--- src/sv/mlf_pkg.sv ---
`timescale 1ns / 1ps
`default_nettype none

package mlf_pkg;

   localparam int STATION_SLOTS = 64;
   localparam int PEER_SLOTS    = 8;
   localparam int MAX_SLOTS     = (STATION_SLOTS > PEER_SLOTS) ? STATION_SLOTS : PEER_SLOTS;

   localparam int SIDX_W  = (STATION_SLOTS > 1) ? $clog2(STATION_SLOTS) : 1;
   localparam int PIDX_W  = (PEER_SLOTS > 1) ? $clog2(PEER_SLOTS) : 1;
   localparam int CNT_W   = $clog2(MAX_SLOTS + 1);

   localparam int MAC_W   = 48;
   localparam int IP_W    = 32;
   localparam int LOC_W   = 4;
   localparam int MASK_W  = 8;
   localparam int SLOT_W  = 3;
   localparam int EXT_W   = (PEER_SLOTS > MASK_W) ? PEER_SLOTS : MASK_W;
   localparam int PADDR_W = 3;
   localparam int PDATA_W = 32;

   localparam logic [LOC_W-1:0] LOCAL_WHERE  = 4'hF;
   localparam logic [MAC_W-1:0] BCAST_MAC    = 48'hFFFF_FFFF_FFFF;
   localparam logic [23:0]      MCAST_PREFIX = 24'h01_00_5E;

   localparam logic REG_FWD_MCAST = 1'b0;

   typedef struct packed {
      logic [MAC_W-1:0] mac;
      logic [LOC_W-1:0] loc;
   } st_entry_type;

   typedef struct packed {
      logic              en;
      logic [SIDX_W-1:0] addr;
      logic [MAC_W-1:0]  mac;
      logic [LOC_W-1:0]  loc;
   } st_wr_type;

endpackage

`default_nettype wire

--- src/sv/mlf_station_table.sv ---
`timescale 1ns / 1ps
`default_nettype none

module mlf_station_table
   import mlf_pkg::*;
(
   input  wire logic                     clock,
   input  wire logic                     reset,
   input  wire logic                     rd_en,
   input  wire logic [SIDX_W-1:0]        rd_addr,
   input  wire st_wr_type                wr,
   output st_entry_type                  rd_data,
   output logic [STATION_SLOTS-1:0]      valid
);

   st_entry_type               mem [STATION_SLOTS];
   st_entry_type               rd_data_ff;
   logic [STATION_SLOTS-1:0]   valid_ff;
   logic [STATION_SLOTS-1:0]   valid_in;

   always_comb begin
      valid_in = valid_ff;
      if (wr.en) begin
         valid_in[wr.addr] = 1'b1;
      end
   end

   always_ff @(posedge clock) begin
      if (wr.en) begin
         mem[wr.addr] <= '{mac: wr.mac, loc: wr.loc};
      end
      if (rd_en) begin
         rd_data_ff <= mem[rd_addr];
      end
   end

   always_ff @(posedge clock) begin
      if (reset) begin
         valid_ff <= '0;
      end else begin
         valid_ff <= valid_in;
      end
   end

   assign rd_data = rd_data_ff;
   assign valid   = valid_ff;

endmodule

`default_nettype wire

--- src/sv/mac_learning_forwarder_top.sv ---
`timescale 1ns / 1ps
`default_nettype none
// Search: the single comparator steps through the station memory (and first the peer memory for a
// remote request) one entry a cycle, and a search ends at the first hit or at the last entry.
// Requests: one at a time; req_stall is high while a request is worked, until its response
// is registered.
// Reset: synchronous, active high; clears both tables' valid bits and forward_multicast.

module mac_learning_forwarder_top
   import mlf_pkg::*;
(
   input  wire logic                clock,
   input  wire logic                reset,

   input  wire logic                req_valid,
   output logic                     req_stall,
   input  wire logic                req_mode,
   input  wire logic [MAC_W-1:0]    req_src_mac,
   input  wire logic [MAC_W-1:0]    req_dst_mac,
   input  wire logic [IP_W-1:0]     req_peer_addr,

   output logic                     rsp_valid,
   input  wire logic                rsp_stall,
   output logic [MASK_W-1:0]        rsp_forward_mask,
   output logic                     rsp_deliver_local,
   output logic                     rsp_unknown_dest,
   output logic                     rsp_station_learned,
   output logic                     rsp_station_full,
   output logic                     rsp_peer_learned,
   output logic                     rsp_peer_full,
   output logic [SLOT_W-1:0]        rsp_peer_slot,

   input  wire logic                psel,
   input  wire logic                penable,
   input  wire logic                pwrite,
   input  wire logic [PADDR_W-1:0]  paddr,
   input  wire logic [PDATA_W-1:0]  pwdata,
   output logic [PDATA_W-1:0]       prdata,
   output logic                     pready
);

   typedef enum logic [2:0] {
      ST_IDLE,
      ST_PEER,
      ST_SRC,
      ST_DST,
      ST_DONE
   } state_type;

   function automatic logic [MASK_W-1:0] flood_mask(input logic [PEER_SLOTS-1:0] pv,
                                                    input logic [LOC_W-1:0] owner);
      logic [EXT_W-1:0]  pv_ext;
      logic [MASK_W-1:0] m;
      pv_ext = EXT_W'(pv);
      m = '0;
      for (int i = 0; i < MASK_W; i++) begin
         m[i] = pv_ext[i] && (owner != LOC_W'(i));
      end
      return m;
   endfunction

   function automatic logic [MASK_W-1:0] unicast_mask(input logic [LOC_W-1:0] loc);
      logic [MASK_W-1:0] m;
      m = '0;
      for (int i = 0; i < MASK_W; i++) begin
         m[i] = (loc != LOCAL_WHERE) && (loc < LOC_W'(PEER_SLOTS)) && (loc == LOC_W'(i));
      end
      return m;
   endfunction

   // control
   state_type           state_ff, state_in;
   logic [CNT_W-1:0]    cnt_ff, cnt_in;
   logic                cmp_vld_ff, cmp_vld_in;
   logic [CNT_W-1:0]    cmp_idx_ff, cmp_idx_in;
   logic                free_found_ff, free_found_in;
   logic [CNT_W-1:0]    free_idx_ff, free_idx_in;
   logic                fwd_mcast_ff, fwd_mcast_in;
   logic                rsp_valid_ff, rsp_valid_in;
   logic [PEER_SLOTS-1:0] peer_valid_ff, peer_valid_in;

   // request context and result flags
   logic [MAC_W-1:0]    key_ff, key_in;
   logic [MAC_W-1:0]    src_ff, src_in;
   logic [MAC_W-1:0]    dst_ff, dst_in;
   logic                mode_ff, mode_in;
   logic [LOC_W-1:0]    loc_ff, loc_in;
   logic [MASK_W-1:0]   mask_ff, mask_in;
   logic                unk_ff, unk_in;
   logic                slearn_ff, slearn_in;
   logic                sfull_ff, sfull_in;
   logic                plearn_ff, plearn_in;
   logic                pfull_ff, pfull_in;
   logic [SLOT_W-1:0]   pslot_ff, pslot_in;

   // result register
   logic [MASK_W-1:0]   rsp_mask_ff, rsp_mask_in;
   logic                rsp_dlocal_ff, rsp_dlocal_in;
   logic                rsp_unk_ff, rsp_unk_in;
   logic                rsp_slearn_ff, rsp_slearn_in;
   logic                rsp_sfull_ff, rsp_sfull_in;
   logic                rsp_plearn_ff, rsp_plearn_in;
   logic                rsp_pfull_ff, rsp_pfull_in;
   logic [SLOT_W-1:0]   rsp_pslot_ff, rsp_pslot_in;

   // peer table
   logic [IP_W-1:0]     peer_ip_mem [PEER_SLOTS];
   logic [IP_W-1:0]     peer_rd_ff;
   logic                peer_wr_en;
   logic [PIDX_W-1:0]   peer_wr_idx;

   // station table
   st_entry_type              st_rd;
   logic [STATION_SLOTS-1:0]  st_valid;
   st_wr_type                 st_wr;
   logic                      st_rd_en;

   // shared compare unit
   logic                req_fire;
   logic                in_peer;
   logic                in_scan;
   logic                issue;
   logic                vld_bit;
   logic [MAC_W-1:0]    cmp_a;
   logic                eq;
   logic                hit;
   logic                last;
   logic                done_scan;
   logic                free_any;
   logic [CNT_W-1:0]    fidx;
   logic                flood;
   logic                cfg_wr;

   assign req_stall = (state_ff != ST_IDLE);
   assign req_fire  = req_valid && !req_stall;

   assign in_peer = (state_ff == ST_PEER);
   assign in_scan = (state_ff == ST_PEER) || (state_ff == ST_SRC) || (state_ff == ST_DST);
   assign issue   = in_scan && (in_peer ? (cnt_ff < CNT_W'(PEER_SLOTS))
                                        : (cnt_ff < CNT_W'(STATION_SLOTS)));

   assign vld_bit = in_peer ? peer_valid_ff[cmp_idx_ff[PIDX_W-1:0]]
                            : st_valid[cmp_idx_ff[SIDX_W-1:0]];
   assign cmp_a   = in_peer ? {{(MAC_W-IP_W){1'b0}}, peer_rd_ff} : st_rd.mac;
   assign eq      = (cmp_a == key_ff);
   assign hit     = cmp_vld_ff && vld_bit && eq;
   assign last    = in_peer ? (cmp_idx_ff == CNT_W'(PEER_SLOTS - 1))
                            : (cmp_idx_ff == CNT_W'(STATION_SLOTS - 1));
   assign done_scan = cmp_vld_ff && (hit || last);
   assign free_any  = free_found_ff || !vld_bit;
   assign fidx      = free_found_ff ? free_idx_ff : cmp_idx_ff;

   assign flood = (dst_ff == BCAST_MAC) || (fwd_mcast_ff && (dst_ff[MAC_W-1:MAC_W-24] == MCAST_PREFIX));

   assign st_rd_en = issue && !in_peer;

   assign cfg_wr = psel && penable && pwrite && pready;

   always_comb begin
      state_in      = state_ff;
      cnt_in        = issue ? cnt_ff + 1'b1 : cnt_ff;
      cmp_vld_in    = issue;
      cmp_idx_in    = cnt_ff;
      free_found_in = free_found_ff;
      free_idx_in   = free_idx_ff;
      peer_valid_in = peer_valid_ff;
      fwd_mcast_in  = fwd_mcast_ff;
      rsp_valid_in  = rsp_valid_ff && rsp_stall;

      key_in    = key_ff;
      src_in    = src_ff;
      dst_in    = dst_ff;
      mode_in   = mode_ff;
      loc_in    = loc_ff;
      mask_in   = mask_ff;
      unk_in    = unk_ff;
      slearn_in = slearn_ff;
      sfull_in  = sfull_ff;
      plearn_in = plearn_ff;
      pfull_in  = pfull_ff;
      pslot_in  = pslot_ff;

      rsp_mask_in   = rsp_mask_ff;
      rsp_dlocal_in = rsp_dlocal_ff;
      rsp_unk_in    = rsp_unk_ff;
      rsp_slearn_in = rsp_slearn_ff;
      rsp_sfull_in  = rsp_sfull_ff;
      rsp_plearn_in = rsp_plearn_ff;
      rsp_pfull_in  = rsp_pfull_ff;
      rsp_pslot_in  = rsp_pslot_ff;

      peer_wr_en  = 1'b0;
      peer_wr_idx = fidx[PIDX_W-1:0];
      st_wr.en    = 1'b0;
      st_wr.addr  = fidx[SIDX_W-1:0];
      st_wr.mac   = src_ff;
      st_wr.loc   = loc_ff;

      if (cfg_wr && (paddr[2] == REG_FWD_MCAST)) begin
         fwd_mcast_in = pwdata[0];
      end

      if (cmp_vld_ff && !vld_bit && !free_found_ff) begin
         free_found_in = 1'b1;
         free_idx_in   = cmp_idx_ff;
      end
      if (done_scan) begin
         cnt_in        = '0;
         cmp_vld_in    = 1'b0;
         free_found_in = 1'b0;
      end

      case (state_ff)
         ST_IDLE: begin
            if (req_fire) begin
               src_in    = req_src_mac;
               dst_in    = req_dst_mac;
               mode_in   = req_mode;
               mask_in   = '0;
               unk_in    = 1'b0;
               slearn_in = 1'b0;
               sfull_in  = 1'b0;
               plearn_in = 1'b0;
               pfull_in  = 1'b0;
               pslot_in  = '0;
               if (req_mode) begin
                  key_in   = {{(MAC_W-IP_W){1'b0}}, req_peer_addr};
                  state_in = ST_PEER;
               end else begin
                  key_in   = req_src_mac;
                  loc_in   = LOCAL_WHERE;
                  state_in = ST_SRC;
               end
            end
         end
         ST_PEER: begin
            if (done_scan) begin
               if (hit) begin
                  pslot_in = SLOT_W'(cmp_idx_ff);
                  loc_in   = LOC_W'(cmp_idx_ff);
                  key_in   = src_ff;
                  state_in = ST_SRC;
               end else if (free_any) begin
                  peer_wr_en                      = 1'b1;
                  peer_valid_in[fidx[PIDX_W-1:0]] = 1'b1;
                  plearn_in = 1'b1;
                  pslot_in  = SLOT_W'(fidx);
                  loc_in    = LOC_W'(fidx);
                  key_in    = src_ff;
                  state_in  = ST_SRC;
               end else begin
                  pfull_in = 1'b1;
                  state_in = ST_DONE;
               end
            end
         end
         ST_SRC: begin
            if (done_scan) begin
               if (hit) begin
                  mask_in = flood_mask(peer_valid_ff, st_rd.loc);
               end else if (free_any) begin
                  st_wr.en  = 1'b1;
                  slearn_in = 1'b1;
                  mask_in   = flood_mask(peer_valid_ff, loc_ff);
               end else begin
                  sfull_in = 1'b1;
                  mask_in  = flood_mask(peer_valid_ff, LOCAL_WHERE);
               end
               if (mode_ff || flood) begin
                  if (mode_ff) begin
                     mask_in = '0;
                  end
                  state_in = ST_DONE;
               end else begin
                  mask_in  = '0;
                  key_in   = dst_ff;
                  state_in = ST_DST;
               end
            end
         end
         ST_DST: begin
            if (done_scan) begin
               if (hit) begin
                  mask_in = unicast_mask(st_rd.loc);
               end else begin
                  unk_in = 1'b1;
               end
               state_in = ST_DONE;
            end
         end
         ST_DONE: begin
            if (!rsp_valid_ff || !rsp_stall) begin
               rsp_valid_in  = 1'b1;
               rsp_mask_in   = mask_ff;
               rsp_dlocal_in = mode_ff;
               rsp_unk_in    = unk_ff;
               rsp_slearn_in = slearn_ff;
               rsp_sfull_in  = sfull_ff;
               rsp_plearn_in = plearn_ff;
               rsp_pfull_in  = pfull_ff;
               rsp_pslot_in  = pslot_ff;
               state_in      = ST_IDLE;
            end
         end
         default: begin
            state_in = ST_IDLE;
         end
      endcase
   end

   always_ff @(posedge clock) begin
      if (reset) begin
         state_ff      <= ST_IDLE;
         cnt_ff        <= '0;
         cmp_vld_ff    <= 1'b0;
         free_found_ff <= 1'b0;
         peer_valid_ff <= '0;
         fwd_mcast_ff  <= 1'b0;
         rsp_valid_ff  <= 1'b0;
      end else begin
         state_ff      <= state_in;
         cnt_ff        <= cnt_in;
         cmp_vld_ff    <= cmp_vld_in;
         free_found_ff <= free_found_in;
         peer_valid_ff <= peer_valid_in;
         fwd_mcast_ff  <= fwd_mcast_in;
         rsp_valid_ff  <= rsp_valid_in;
      end
      cmp_idx_ff    <= cmp_idx_in;
      free_idx_ff   <= free_idx_in;
      key_ff        <= key_in;
      src_ff        <= src_in;
      dst_ff        <= dst_in;
      mode_ff       <= mode_in;
      loc_ff        <= loc_in;
      mask_ff       <= mask_in;
      unk_ff        <= unk_in;
      slearn_ff     <= slearn_in;
      sfull_ff      <= sfull_in;
      plearn_ff     <= plearn_in;
      pfull_ff      <= pfull_in;
      pslot_ff      <= pslot_in;
      rsp_mask_ff   <= rsp_mask_in;
      rsp_dlocal_ff <= rsp_dlocal_in;
      rsp_unk_ff    <= rsp_unk_in;
      rsp_slearn_ff <= rsp_slearn_in;
      rsp_sfull_ff  <= rsp_sfull_in;
      rsp_plearn_ff <= rsp_plearn_in;
      rsp_pfull_ff  <= rsp_pfull_in;
      rsp_pslot_ff  <= rsp_pslot_in;
   end

   always_ff @(posedge clock) begin
      if (peer_wr_en) begin
         peer_ip_mem[peer_wr_idx] <= key_ff[IP_W-1:0];
      end
      if (issue && in_peer) begin
         peer_rd_ff <= peer_ip_mem[cnt_ff[PIDX_W-1:0]];
      end
   end

   mlf_station_table u_station_table (
      .clock   (clock),
      .reset   (reset),
      .rd_en   (st_rd_en),
      .rd_addr (cnt_ff[SIDX_W-1:0]),
      .wr      (st_wr),
      .rd_data (st_rd),
      .valid   (st_valid)
   );

   assign prdata = (paddr[2] == REG_FWD_MCAST) ? {{(PDATA_W-1){1'b0}}, fwd_mcast_ff} : '0;
   assign pready = 1'b1;

   assign rsp_valid           = rsp_valid_ff;
   assign rsp_forward_mask    = rsp_mask_ff;
   assign rsp_deliver_local   = rsp_dlocal_ff;
   assign rsp_unknown_dest    = rsp_unk_ff;
   assign rsp_station_learned = rsp_slearn_ff;
   assign rsp_station_full    = rsp_sfull_ff;
   assign rsp_peer_learned    = rsp_plearn_ff;
   assign rsp_peer_full       = rsp_pfull_ff;
   assign rsp_peer_slot       = rsp_pslot_ff;

endmodule

`default_nettype wire

--- config.mk ---
export PLATFORM = sky130hd
export DESIGN_NAME = mac_learning_forwarder_top
export DESIGN_NICKNAME = d
export VERILOG_FILES = /design/src/sv/mlf_pkg.sv /design/src/sv/mlf_station_table.sv /design/src/sv/mac_learning_forwarder_top.sv
export SDC_FILE = /design/constraint.sdc
export NUM_CORES = 2
export LEC_CHECK = 0
export BUFFER_PORTS_ARGS = -buffer_cell sky130_fd_sc_hd__clkbuf_2
export CORE_MARGIN = 2
export CORE_UTILIZATION = 35
export DETAILED_ROUTE_END_ITERATION = 10
export GPL_ROUTABILITY_DRIVEN = 0
export GPL_TIMING_DRIVEN = 0
export HOLD_SLACK_MARGIN = 0.03
export PLACE_DENSITY = 0.49
export SETUP_SLACK_MARGIN = 0.15
export SYNTH_ARGS = -nofsm -noshare
export SYNTH_HDL_FRONTEND = slang
export SYNTH_HIERARCHICAL = 1
export SYNTH_SLANG_ARGS = --single-unit
--- constraint.sdc ---
create_clock -name clock -period 20.9 [get_ports clock]
set_input_delay 1.045 -clock clock [delete_from_list [all_inputs] [get_ports clock]]
set_output_delay 1.045 -clock clock [all_outputs]
set_load 0.03 [all_outputs]
==> results <==
- The count of cells in the finished layout, fillers not included, comes to 13,900.
- The most critical setup path has its startpoint at cmp_idx_ff[1].
- The type of origin of the critical path is a flip-flop.
- The final number of hold-violating endpoints is 0.
- The initial detailed-routing violation count is 11,000.
- The endpoint of the worst register-to-register path is u_station_table/mem[40][36].
- The maximum number of pins on one net before global-route repair is 55.
- After synthesis the cells add up to 151,000 um2.
- Once the clock tree was built, the resizer swapped 0 gates to a different size.
- The critical path is of the reg2reg type.
- The placed instance count is 13,100.
- The minimum period implied by the final worst setup slack is 7030 ps.
- Prior to clock tree synthesis, the placed netlist has a worst setup slack of 14,190 ps.
- The flip-flop cell with the highest count after synthesis is edfxtp_1.
- The later pin in the worst-skew pair is clocked with a latency of 990 ps.
- The met2 usage in global routing is 37.2%.
- The tool flagged a number of max-cap violations equal to 3.
- The max-slew violation count was 20.
- The number of rows created at floorplan is 241.
- The layout has 37,400 filler cells.
- The die footprint is 436,000 um2.
- The clock slew at the register clock pins of the worst setup and hold paths is 60 ps.
- On the final layout, the worst clock skew is 46.8 ps.
- The pre-antenna-repair detailed-routing pass consisted of 10 iterations.
- Yosys printed 6 warnings.
- The die height is 660 um.
- After synthesis the netlist holds a flip-flop and latch count of 3,949.
- The pin slew with the least headroom to its limit is 1550 ps.
- The number of antenna violations at the first check in global routing is 41.
- The via count of the first global-routing pass came to 77,900.
- Power spread over the standard cell area amounts to 127 nW/um2.
- The met1 demand-to-capacity share in global routing is 32.1%.
- The count of buffers from port buffering is 156.
- Adding up every negative setup slack in the final design gives 0 ps.
- The checks that failed: design-rule violations, max-capacitance violations, max-slew violations.
- Yosys attributes the largest share of cell area to edfxtp_1 77%, mux4_2 14%, dfxtp_1 1.2%, mux2i_1 1.1%, o22ai_1 0.88%.
- The number of buffers inserted to repair setup after CTS is 0.
- met2 is the most crowded layer.
- The worst reg-to-reg setup slack is 13,870 ps.
- The total via count after detailed routing is 79,400.
- The worst min-delay path category is in2reg.
- The most common cell in the netlist is edfxtp_1.
- Global routing used 23.0% of the available tracks.
- The cell accounting for the most synthesized area is edfxtp_1.
- The wire length of the first global-routing pass is 681 mm.
- Counting cells, the worst reg-to-reg path comes to 19.
- The worst setup path is captured at a flip-flop.
- Static timing analysis puts the maximum clock frequency at 0.142 GHz.
- The gate count of the mapped netlist is 6,853.
- At the end of the flow, the number of nets in the layout was 7,997.
- The number of remaining DRC errors is 1.
- The fraction of registers with async set/reset is 0%.
- The number of placed I/O pins is 223.
- The area added between synthesis and finish is 19.4%.
- The count of nets left with antenna violations once routing finished came out at 0.
- Each instance of the synthesized netlist takes up on average 22.0 um2.
- The via-per-instance ratio is 5.72.
- The TritonCTS sink count is 3,949.
- In this run the critical register-to-register path is launched from cmp_idx_ff[1].
- In the final routed layout, each cell accounts on average for 36.6 um.
- The capturing element of the worst setup path is u_station_table/mem[40][36].
- The final critical path takes up 33.6% of the cycle.
- In this run the tightest slew margin relative to its limit is -3.48%.
- The data arrival time of the critical path is 7690 ps.
- The clock tree from TritonCTS is built.
- For this design, the CTS-stage hold fixing added 0 buffers.
- For this run the aggregate overflow at the end of global routing stands at 0.
- The maximum number of buffers from clock root to sink is 4.
- The synthesized design devotes to its leading area cell type 76.8% of total area.
- The number of CTS-inserted buffers is 410.
- For this configuration, the core starts out at a cell density of 35.1%.
- The sequential area share after synthesis is 78.0%.
- The worst path setup slack after routing is 13,870 ps.
- Setup violations remaining at the end of the flow were counted as 0.
- The floorplan core area is 430,000 um2.
- The clock tree synthesis step divided the H-tree into 5 levels.
- In the global route stage, met3 resource usage came out at 3.70%.
- The run finished, with violations left.
- The die is 660 um wide.
- The proportion of layout cells with a drive suffix above 1 is 29.7%.
- Setup repair after global routing left no endpoint under its margin.
- The number of enable-type register cells in the synthesized netlist is 3,856.
- The analysis attributes to cell leakage a power of 0.0554 uW.
- Yosys mapped the design onto 74 distinct sky130hd cell types.
- The maximum fanout along the worst path is 10.
- For the worst setup path, the data required time is 21,550 ps.
- Ranked by instance count, the synthesized netlist is headed by 3,856 x edfxtp_1, 907 x mux4_2, 265 x nor2_1.
- Summed over all layers, the routed wires come to 509 mm.
- The half-perimeter wire length after placement is 362 mm.
- Across the VDD grid, the largest voltage drop is 0.0000732 V.
- The root buffer cell is clkbuf_16.
-- kinds of logic (layout without fill, tap and decap cells) --
| logic type | count (synthesis) | count (layout) | share of synthesized area (%) |
|---|---|---|---|
| flops | 3949 | 3949 | 78.0 |
| mux | 1142 | 1142 | 15.2 |
| compound gates | 655 | 655 | 3.04 |
| simple gates | 637 | 637 | 2.09 |
| buf+inv | 444 | 1725 | 1.53 |
| xor+xnor | 23 | 23 | 0.134 |
| other cells | 2 | 37 | 0.00498 |
| fa+ha+maj | 1 | 1 | 0.00830 |
-- flip-flops by register name, indices dropped and copies added, names as in the netlist, 8 cells and up --
register	cells
dst_ff	48
key_ff	48
mask_ff	8
peer_ip_mem	256
peer_rd_ff	32
peer_valid_ff	8
rsp_forward_mask	8
src_ff	48
u_station_table/mem	3328
u_station_table/rd_data	52
u_station_table/valid	64
-- placed cells by master, fill, tap and decap left out, types with 37 or more instances in the layout --
master / n
edfxtp_1: 3856
mux4_2: 907
clkbuf_16: 423
clkbuf_1: 241
o22ai_1: 213
nor2_1: 204
buf_12: 196
mux2i_1: 160
clkbuf_2: 160
buf_4: 135
clkinv_1: 102
buf_16: 95
dfxtp_1: 93
o21ai_0: 85
nand2_1: 80
mux2_2: 75
clkinv_2: 74
buf_2: 71
buf_6: 69
a21oi_1: 61
nor2_4: 61
o221ai_1: 56
a22oi_1: 49
nor2b_1: 47
inv_1: 47
buf_1: 38
nor4_2: 37
-- power by group --
group	switching, uW	internal (uW)
clock	3080	4130
sequential	431	9720
combinational	3430	2170
total	6940	16000
-- per-layer routing --
| metal | vias to the layer above | wire length, um |
|---|---|---|
| met5 | - | 119 |
| met4 | 18 | 16900 |
| met3 | 590 | 41700 |
| met2 | 3901 | 241000 |
| met1 | 43800 | 208000 |
| li1 | 31100 | - |
-- stage by stage --
stage | total power (uW) | instance area (um2) | hold slack [ps] | utilization (%)
global route | 23600 | 180000 | 215 | 41.9
global placement | 15400 | 159000 | 407 | 36.9
floorplan | 13100 | 151000 | 375 | -
CTS | 23100 | 180000 | 180 | 41.9
finish | 23000 | 180000 | 239 | 41.9
detailed placement | 15900 | 167000 | 405 | 38.8
-- critical path, cell delays in order, from the launching register on --
cell and delay [ps]:
dfxtp_1 330, clkbuf_1 500, clkbuf_1 750, mux4_2 470, mux2i_1 280, o22ai_1 120, nor2_1 160, o2111a_1 350
o21bai_1 190, buf_2 250, and3_1 410, nor2b_1 450, nand3_1 390, nor3_2 850, buf_6 280, buf_6 180
buf_6 170, buf_8 170, buf_6 190, buf_6 180
-- worst min path at each step --
| stage | from | end | slack, ps | cells after the start |
|---|---|---|---|---|
| after floorplan | cmp_idx_in[2] | cmp_idx_ff[2] | 380 | 0 |
| after global placement | slearn_ff | rsp_station_learned | 410 | 0 |
| after detailed placement | plearn_ff | rsp_peer_learned | 400 | 0 |
| after CTS | req_dst_mac[16] | dst_ff[16] | 180 | 1 |
| after global routing | req_dst_mac[38] | dst_ff[38] | 220 | 1 |
| final | req_dst_mac[16] | dst_ff[16] | 240 | 1 |
-- cell type report --
cell class,count,area (um2),share of cell area [%]
Tap cell,5710,7140,3.97
Multi-Input combinational cell,2490,31700,17.6
Inverter,50,195,0.108
Clock buffer,513,10900,6.07
Antenna cell,5,12.5,0.00695
Clock inverter,238,2110,1.17
Buffer,394,2120,1.18
Sequential cell,3949,118000,65.3
Timing Repair Buffer,530,8210,4.56
Note: power is estimated with default switching activity, not from simulation.
